`src/mde_pkg.sv`:
```
package mde_pkg;

    localparam int FRACTION_BITS_DEF  = 18;
    localparam int MAX_ITERATIONS_DEF = 64;

    localparam int POINT_W    = 24;
    localparam int SCALE_W    = 22;
    localparam int LIMIT_W    = 7;
    localparam int DIST_W     = 31;
    localparam int CFG_INDEX_W = 2;
    localparam int CFG_DATA_W = 22;
    localparam int SQRT_STEPS = 32;

    localparam logic [CFG_INDEX_W-1:0] REG_FOLD_SCALE      = 2'd0;
    localparam logic [CFG_INDEX_W-1:0] REG_ITERATION_LIMIT = 2'd1;

    localparam logic signed [SCALE_W-1:0] FOLD_SCALE_RESET = -22'sd471859;
    localparam logic [LIMIT_W-1:0] ITERATION_LIMIT_RESET   = 7'd12;

    localparam logic [63:0] DIST_MAX = 64'h0000_0000_7FFF_FFFF;
    localparam logic [63:0] LIM61    = 64'h2000_0000_0000_0000;
    localparam logic [63:0] DR_MAX   = 64'h3FFF_FFFF_FFFF_FFFF;

    typedef struct packed {
        logic signed [POINT_W-1:0] point_x;
        logic signed [POINT_W-1:0] point_y;
        logic signed [POINT_W-1:0] point_z;
    } in_beat_t;

    typedef struct packed {
        logic [DIST_W-1:0] distance;
        logic              escaped;
        logic              derivative_saturated;
    } out_beat_t;

    typedef enum logic [3:0] {
        OP_SQX, OP_SQY, OP_SQZ,
        OP_TX, OP_TY, OP_TZ, OP_TDR,
        OP_SX, OP_SY, OP_SZ, OP_SDR,
        OP_EQX, OP_EQY, OP_EQZ
    } mul_op_t;

    typedef struct packed {
        logic    load;
        logic    fold;
        logic    quad;
        logic    mul_start;
        logic    mul_wb;
        mul_op_t op;
        logic    div_start;
        logic    div_dist;
        logic    t_wb;
        logic    esc_set;
        logic    s_dec;
        logic    sqrt_init;
        logic    sqrt_step;
        logic    out_load;
    } cmd_t;

    typedef struct packed {
        logic mul_done;
        logic div_done;
        logic lt_quarter;
        logic lt_one;
        logic gt_esc;
        logic shift_more;
    } sts_t;

    function automatic logic [63:0] mag64(input logic signed [63:0] v);
        return v[63] ? 64'(-v) : 64'(v);
    endfunction

endpackage

```
`src/mde_ctrl.sv`:
```
module mde_ctrl #(
    parameter int MAX_ITERATIONS = mde_pkg::MAX_ITERATIONS_DEF
) (
    input  logic                          aclk,
    input  logic                          aresetn,
    input  logic                          s_valid,
    output logic                          s_ready,
    output logic                          m_valid,
    input  logic                          m_ready,
    input  logic [mde_pkg::LIMIT_W-1:0]   iteration_limit,
    input  mde_pkg::sts_t                 sts,
    output mde_pkg::cmd_t                 cmd
);
    import mde_pkg::*;

    localparam int IW = $clog2(MAX_ITERATIONS + 1);

    typedef enum logic [3:0] {
        ST_IDLE, ST_FOLD, ST_MUL_GO, ST_MUL_WAIT, ST_SPHERE, ST_DIV_T,
        ST_CHECK, ST_SHIFT, ST_SQRT, ST_DIV_GO, ST_DIV_D, ST_OUT
    } state_t;

    state_t  state_reg, state_next;
    mul_op_t op_reg, op_next;
    logic [IW-1:0] iter_reg, iter_next, n_reg, n_next;
    logic [4:0] sq_cnt_reg, sq_cnt_next;
    logic valid_reg, valid_next;
    logic [31:0] lim32;

    assign lim32   = 32'(iteration_limit);
    assign s_ready = (state_reg == ST_IDLE);
    assign m_valid = valid_reg;

    always_comb begin
        cmd         = '0;
        cmd.op      = op_reg;
        state_next  = state_reg;
        op_next     = op_reg;
        iter_next   = iter_reg;
        n_next      = n_reg;
        sq_cnt_next = sq_cnt_reg;
        valid_next  = valid_reg & ~m_ready;
        unique case (state_reg)
            ST_IDLE: begin
                if (s_valid) begin
                    cmd.load   = 1'b1;
                    iter_next  = '0;
                    if (lim32 < 32'd2) n_next = IW'(2);
                    else if (lim32 > 32'(MAX_ITERATIONS)) n_next = IW'(MAX_ITERATIONS);
                    else n_next = IW'(lim32);
                    state_next = ST_FOLD;
                end
            end
            ST_FOLD: begin
                cmd.fold   = 1'b1;
                op_next    = OP_SQX;
                state_next = ST_MUL_GO;
            end
            ST_MUL_GO: begin
                cmd.mul_start = 1'b1;
                state_next    = ST_MUL_WAIT;
            end
            ST_MUL_WAIT: begin
                if (sts.mul_done) begin
                    cmd.mul_wb = 1'b1;
                    state_next = ST_MUL_GO;
                    unique case (op_reg)
                        OP_SQX: op_next = OP_SQY;
                        OP_SQY: op_next = OP_SQZ;
                        OP_SQZ: state_next = ST_SPHERE;
                        OP_TX:  op_next = OP_TY;
                        OP_TY:  op_next = OP_TZ;
                        OP_TZ:  op_next = OP_TDR;
                        OP_TDR: op_next = OP_SX;
                        OP_SX:  op_next = OP_SY;
                        OP_SY:  op_next = OP_SZ;
                        OP_SZ:  op_next = OP_SDR;
                        OP_SDR: op_next = OP_EQX;
                        OP_EQX: op_next = OP_EQY;
                        OP_EQY: op_next = OP_EQZ;
                        OP_EQZ: state_next = ST_CHECK;
                        default: state_next = ST_CHECK;
                    endcase
                end
            end
            ST_SPHERE: begin
                op_next    = OP_SX;
                state_next = ST_MUL_GO;
                if (sts.lt_quarter) begin
                    cmd.quad = 1'b1;
                end else if (sts.lt_one) begin
                    cmd.div_start = 1'b1;
                    state_next    = ST_DIV_T;
                end
            end
            ST_DIV_T: begin
                if (sts.div_done) begin
                    cmd.t_wb   = 1'b1;
                    op_next    = OP_TX;
                    state_next = ST_MUL_GO;
                end
            end
            ST_CHECK: begin
                if (sts.gt_esc) begin
                    cmd.esc_set = 1'b1;
                    state_next  = ST_SHIFT;
                end else if (iter_reg == n_reg - IW'(1)) begin
                    state_next = ST_SHIFT;
                end else begin
                    iter_next  = iter_reg + IW'(1);
                    state_next = ST_FOLD;
                end
            end
            ST_SHIFT: begin
                if (sts.shift_more) begin
                    cmd.s_dec = 1'b1;
                end else begin
                    cmd.sqrt_init = 1'b1;
                    sq_cnt_next   = '0;
                    state_next    = ST_SQRT;
                end
            end
            ST_SQRT: begin
                cmd.sqrt_step = 1'b1;
                sq_cnt_next   = sq_cnt_reg + 5'd1;
                if (sq_cnt_reg == 5'(SQRT_STEPS - 1)) state_next = ST_DIV_GO;
            end
            ST_DIV_GO: begin
                cmd.div_start = 1'b1;
                cmd.div_dist  = 1'b1;
                state_next    = ST_DIV_D;
            end
            ST_DIV_D: begin
                cmd.div_dist = 1'b1;
                if (sts.div_done) state_next = ST_OUT;
            end
            ST_OUT: begin
                if (!valid_reg || m_ready) begin
                    cmd.out_load = 1'b1;
                    valid_next   = 1'b1;
                    state_next   = ST_IDLE;
                end
            end
            default: state_next = ST_IDLE;
        endcase
    end

    always_ff @(posedge aclk) begin
        if (!aresetn) begin
            state_reg  <= ST_IDLE;
            op_reg     <= OP_SQX;
            iter_reg   <= '0;
            n_reg      <= IW'(2);
            sq_cnt_reg <= '0;
            valid_reg  <= 1'b0;
        end else begin
            state_reg  <= state_next;
            op_reg     <= op_next;
            iter_reg   <= iter_next;
            n_reg      <= n_next;
            sq_cnt_reg <= sq_cnt_next;
            valid_reg  <= valid_next;
        end
    end

endmodule

```
`config.mk`:
```
export PLATFORM = sky130hd
export DESIGN_NAME = mde_ctrl
export DESIGN_NICKNAME = d
export VERILOG_FILES = /design/src/mde_pkg.sv /design/src/mde_ctrl.sv
export SDC_FILE = /design/constraint.sdc
export NUM_CORES = 1
export LEC_CHECK = 0
export ABC_AREA = 0
export BUFFER_PORTS_ARGS = -buffer_cell sky130_fd_sc_hd__buf_2
export CAP_MARGIN = 10
export CORE_MARGIN = 2
export CORE_UTILIZATION = 59
export CTS_BUF_LIST = sky130_fd_sc_hd__clkbuf_8 sky130_fd_sc_hd__clkbuf_16
export CTS_CLUSTER_DIAMETER = 120
export DETAILED_ROUTE_END_ITERATION = 16
export PLACE_DENSITY = 0.82
export RECOVER_POWER = 25
export SLEW_MARGIN = 40
export SYNTH_ARGS = -nofsm -noshare
export SYNTH_HDL_FRONTEND = slang
export SYNTH_SLANG_ARGS = --single-unit
```
`constraint.sdc`:
```
create_clock -name aclk -period 6 [get_ports aclk]
set_clock_uncertainty 0.15 [all_clocks]
set_input_delay 0.6 -clock aclk [delete_from_list [all_inputs] [get_ports aclk]]
set_output_delay 0.6 -clock aclk [all_outputs]
set_load 0.005 [all_outputs]
```
==> results of run 1 <==
synth_stat cells (all sizes together), types with 3 or more instances:
| cell | n |
|---|---|
| a21oi | 25 |
| a32oi | 3 |
| and2 | 4 |
| and3 | 8 |
| buf | 5 |
| clkbuf | 8 |
| dfxtp | 28 |
| ha | 4 |
| inv | 9 |
| nand2 | 16 |
| nand2b | 6 |
| nand3 | 7 |
| nor2 | 33 |
| nor2b | 9 |
| nor3 | 11 |
| nor4 | 3 |
| o211ai | 3 |
| o21ai | 13 |
| o21bai | 3 |
| o31ai | 3 |
| or4 | 6 |
| xnor2 | 7 |
| xor2 | 3 |
power breakdown:
part           switching (mW)  total, mW  internal (mW)
registers              0.0370      0.237          0.200
logic                  0.0866      0.156         0.0698
clock network          0.0571      0.102         0.0451
routing by layer:
layer / up-vias / GRT usage / share of wire
met2: 56 / 0.398 / 0.45
li1: 954 / - / -
met3: 5 / 0.0320 / 0.057
met5: - / 0 / 0
met1: 857 / 0.336 / 0.48
met4: 0 / 0.0528 / 0.0075
cell usage in the layout (no fill, tap or decap), types with 6 or more instances in the layout:
master / synthesis / layout
buf_2: 2 / 35
nor2_1: 33 / 33
dfxtp_1: 28 / 28
a21oi_1: 25 / 25
nand2_1: 15 / 16
o21ai_0: 12 / 12
nor3_1: 11 / 11
inv_1: 9 / 9
nor2b_1: 9 / 9
and3_1: 8 / 8
nand3_1: 7 / 7
xnor2_1: 7 / 7
nand2b_1: 6 / 6
or4_1: 6 / 6
cell families (layout without fill, tap and decap cells):
logic type               Yosys count  in the layout  synth area share
adder cells (fa/ha/maj)            4              4            0.0266
AO/OA/AOI/OAI                     68             68             0.239
XOR/XNOR                          10             10            0.0465
AND/OR/NAND/NOR                  116            116             0.332
flip-flops                        28             28             0.298
buffers and inverters             24             49            0.0578
metrics by stage:
| stage | setup slack (ps) | instances | cell area (sq um) | power (mW) | hold slack [ps] |
|---|---|---|---|---|---|
| floorplan | 3950 | 250 | 1880 | 0.363 | 265 |
| global placement | 3520 | 316 | 2050 | 0.399 | 293 |
| detailed placement | 3410 | 316 | 2050 | 0.400 | 297 |
| CTS | 3210 | 319 | 2090 | 0.502 | 311 |
| global route | 2860 | 319 | 2080 | 0.531 | 330 |
| finish | 3060 | 319 | 2080 | 0.495 | 323 |
layout make-up:
class,count,area (sq um),share of cell area
well taps,44,55.1,0.0265
repair buffers,35,175,0.0843
inverters,11,42.5,0.0205
multi-input cells,198,1200,0.579
flip-flops and latches,28,561,0.270
clock buffers,3,41.3,0.0199
critical path, delay by kind of cell, from the launching register on:
kind	cells	cell delay [ps]
flip-flops	1	770
buffers and inverters	2	650
AND/OR/NAND/NOR	2	500
worst paths after layout:
path                                     from            end  slack [ps]  cells after the start
worst max-delay path             state_reg[0]        cmd[16]        3060                      4
worst min-delay path            sq_cnt_reg[3]  sq_cnt_reg[3]         320                      1
worst max register to register   state_reg[1]    iter_reg[5]        3170                      7
worst min register to register  sq_cnt_reg[3]  sq_cnt_reg[3]         320                      1
==> results.yml, run 1 <==
detailed_routing:
  drcViolationCount: 0
  wirelength_um: 4150
  detail_route.wl_per_cell_um: 13.0
  first_pass_iters: 4
  ant_nets: 0
  vias: 1872
  initialDrtViolationCount: 138
  vias_per_cell: 5.87
placed_design:
  port_buffers: 35
  hpwl_um: 2980
  gp_congestion: 0.868
setup_path:
  crit_path_max_incr_delay_ps: 770
  cp_max_fo: 21
  endpoint_kind: "output pin"
  worstPathCellList: "nor4_1, nand2_1, clkinvlp_2, buf_2"
  crit_path_top_delay_cell: "dfxtp_1"
  path_class: "reg2out"
  critPathLaunchType: "flip-flop"
  worstPathArrival_ps: 2190
  worstPathRequired_ps: 5250
sta:
  worstMarginPinSlew_ps: 679
  period_needed_ps: 2940
  fin_crit_sh: 0.490
  setup_viol: 0
  tns_ps: 0
  final_max_slew_viol_count: 0
  rsz0062_at_grt: "no"
  final-hold-violation-count: 0
  max_freq_mhz: 340
  slew-limit-headroom: 0.547
synth:
  yosysTopAreaCell: "dfxtp_1"
  netlist_instances: 250
  netlist.area_leader.share: 0.298
  synth_seq_cells: 28
  yosysWarnings: 0
  ys_async_sr_fraction: 0
  yosys_most_used_dff: "dfxtp_1"
  synth_fp_nets: 271
  netlist_area_sq_um: 1880
  synth.distinct_cells: 54
  ys_seq_area_frac: 0.298
  yosys-top-cells-area: "dfxtp_1, a21oi_1, nor2_1, xnor2_1, o21ai_0"
  synth_edf_count: 0
  synth.avg_cell_area_sq_um: 7.53
clocking:
  postCtsSetupRepairBufs: 0
  cts_sinks: 28
  cts.root.buffer_cell: "clkbuf_8"
  cts_tree: "yes"
  clock_path_buffers: 2
  clk_pin_slew_ps: 90
  htreeDepth: 1
  ctsHoldBuffers: 0
  cts_resized: 0
  cts_buffers: 3
  worstSkewPairLatency_ps: 270
die:
  start_util: 0.616
  coreArea_sq_um: 3050
  rows: 20
  pin_count: 36
  die-height_um: 60.5
  fp.dieArea_sq_um: 3660
  die_width_um: 60.5
pwr:
  power.density_nw_per_um2: 238
  ir_drop_mv: 0.140
  p_leak_nw: 0.845
cells_and_area:
  post-route-util: 0.680
  final_nets: 298
  fillers: 296
  drive_gt1_frac: 0.153
  syn_to_final_growth_pct: 10.4
  n_antenna_cell: 0
flow_run:
  maxCapViolations: 0
global_route:
  grt_max_degree: 22
  grt_pass1_vias: 1595
  grt_use_total: 0.240
  antenna_found_initial: 0
  grt_pass1_wl_um: 6900
  gr-total-overflow: 0
hold_path:
  hp-class: "reg2reg"
run_status:
  status: "completed"
Note: power is estimated with default switching activity, not from simulation.
==> inputs of run 2 (changes only) <==
- ABC_AREA: 0 -> 1
- CORE_UTILIZATION: 59 -> 50
- PLACE_DENSITY: 0.82 -> 0.74
- clock period: 6 -> 2.5 ns (I/O delays scaled with it)
==> results.yml, run 2 <==
die:
  fp.dieArea_sq_um: 4490
  die_width_um: 67.0
  start_util: 0.530
  pin_count: 36
  coreArea_sq_um: 3740
  rows: 22
  die-height_um: 67.0
clocking:
  cts_tree: "yes"
  cts_resized: 0
  ctsHoldBuffers: 0
  cts.root.buffer_cell: "clkbuf_8"
  postCtsSetupRepairBufs: 0
  clk_pin_slew_ps: 90
  cts_sinks: 28
  clock_path_buffers: 2
  htreeDepth: 1
  cts_buffers: 3
  worstSkewPairLatency_ps: 280
placed_design:
  hpwl_um: 3570
  port_buffers: 35
  place_area_sq_um: 2210
  gp_congestion: 0.921
  dp_slack_ps: 643
synth:
  ys_seq_area_frac: 0.282
  synth.avg_cell_area_sq_um: 6.24
  yosysWarnings: 0
  synth_seq_cells: 28
  yosys-top-cells-count: "nand2_1, inv_1, nor2_1"
  yosysMostFrequentCell: "nand2_1"
  synth.distinct_cells: 32
  synth_edf_count: 0
  ys_async_sr_fraction: 0
  netlist_instances: 318
  netlist.area_leader.share: 0.282
  yosys_most_used_dff: "dfxtp_1"
  netlist_area_sq_um: 1990
  synth_fp_nets: 339
  yosys-top-cells-area: "dfxtp_1, nand2_1, inv_1, nor2_1, a21oi_1"
  yosysTopAreaCell: "dfxtp_1"
cells_and_area:
  final_nets: 375
  final_common_cell: "nand2_1"
  final_cell_mix: "nand2_1, inv_1, nor2_1, buf_2, dfxtp_1"
  drive_gt1_frac: 0.207
  final_area_sq_um: 2270
  fillers: 395
  n_antenna_cell: 0
  syn_to_final_growth_pct: 14.4
setup_path:
  worstPathArrival_ps: 1610
  critPathLaunchType: "flip-flop"
  endpoint_kind: "output pin"
  path_class: "reg2out"
  worstPathRequired_ps: 2100
  cp_max_fo: 12
  rr_worst_depth: 13
  reg2reg_slack_ps: 630
  reg2reg_from: "n_reg[0]"
  r2r_end: "iter_reg[2]"
global_route:
  grt_max_degree: 17
  busiest_layer: "met2"
  grt_use_total: 0.223
  grt.met2_usage: 0.380
  met1_usage: 0.291
  antenna_found_initial: 0
  grt_pass1_wl_um: 7760
  grt_pass1_vias: 1842
  gr-total-overflow: 0
  grt_use_met3: 0.0287
detailed_routing:
  ant_nets: 0
  vias: 2014
  initialDrtViolationCount: 93
  wirelength_um: 4390
  drcViolationCount: 0
  first_pass_iters: 4
  detail_route.wl_per_cell_um: 10.9
  vias_per_cell: 5.02
sta:
  fin_ws_ps: 494
  worstMarginPinSlew_ps: 536
  period_needed_ps: 2010
  setup_viol: 0
  max_freq_mhz: 498
  slew-limit-headroom: 0.640
  final_max_slew_viol_count: 0
  rsz0062_at_grt: "no"
  fin_hold_ws_ps: 83.0
  tns_ps: 0
  fin_crit_sh: 0.802
  final-hold-violation-count: 0
hold_path:
  hold_depth: 3
  worstHoldEndpoint: "n_reg[5]"
  hp-class: "in2reg"
  holdCritStartpoint: "iteration_limit[5]"
pwr:
  power.density_nw_per_um2: 771
  ir_drop_mv: 0.467
  p_leak_nw: 1.11
flow_run:
  maxCapViolations: 0
run_status:
  status: "completed"
[run 2: cell count changes after synthesis, sizes merged, moves of 7 or more]
cell | previous run | this run
nand3 | 7 | 17
nor2 | 33 | 45
nand2 | 16 | 88
nor2b | 9 | 0
inv | 9 | 53
and3 | 8 | 0
nor3 | 11 | 4
[run 2: routing by layer]
layer | share of wire | vias to the layer above
li1 | - | 1082
met4 | 0.0096 | 0
met1 | 0.48 | 890
met3 | 0.040 | 4
met5 | 0 | -
met2 | 0.47 | 38
[run 2: worst max-delay path, cell delays in order (launching register included)]
cell,delay [ps]
dfxtp_1,360
inv_2,100
nand2_1,100
nor2_1,160
nand2_1,280
inv_1,200
buf_2,130
[run 2: metrics by stage]
stage / std cells / utilization / power, mW
final: 401 / 0.607 / 1.75
after global routing: 401 / 0.607 / 1.92
after floorplan: 318 / - / 1.21
after global placement: 397 / 0.590 / 1.39
after CTS: 401 / 0.609 / 1.77
after detailed placement: 397 / 0.590 / 1.41
[run 2: kinds of logic after synthesis]
family,Yosys count,synth area share
and+or+nand+nor,164,0.378
buffers and inverters,58,0.111
AOI/OAI and AO/OA,55,0.164
DFF,28,0.282
xor gates and xnor gates,9,0.0397
adders and majority gates,4,0.0252
[run 2: how the worst max path moves through the flow]
stage	from	to	slack, ps	cells past startpoint
floorplan	n_reg[0]	iter_reg[3]	790	13
global placement	n_reg[0]	iter_reg[4]	660	13
detailed placement	n_reg[0]	iter_reg[3]	640	13
CTS	state_reg[0]	cmd[16]	490	6
global route	state_reg[2]	cmd[16]	340	6
finish	state_reg[0]	cmd[16]	490	6
[run 2: cell type report]
cell class,count,area [sq um],area share
inverters,53,199,0.0876
flip-flops and latches,28,561,0.247
repair buffers,36,176,0.0776
well taps,48,60.1,0.0264
multi-input cells,232,1200,0.530
clock inverters,1,30.0,0.0132
clock buffers,3,41.3,0.0182
[run 2: report_power, final]
part	leakage, nW	total (mW)	switching [mW]	internal (mW)
registers	0.228	0.609	0.0871	0.522
logic	0.849	0.784	0.508	0.276
clock network	0.0357	0.360	0.145	0.215
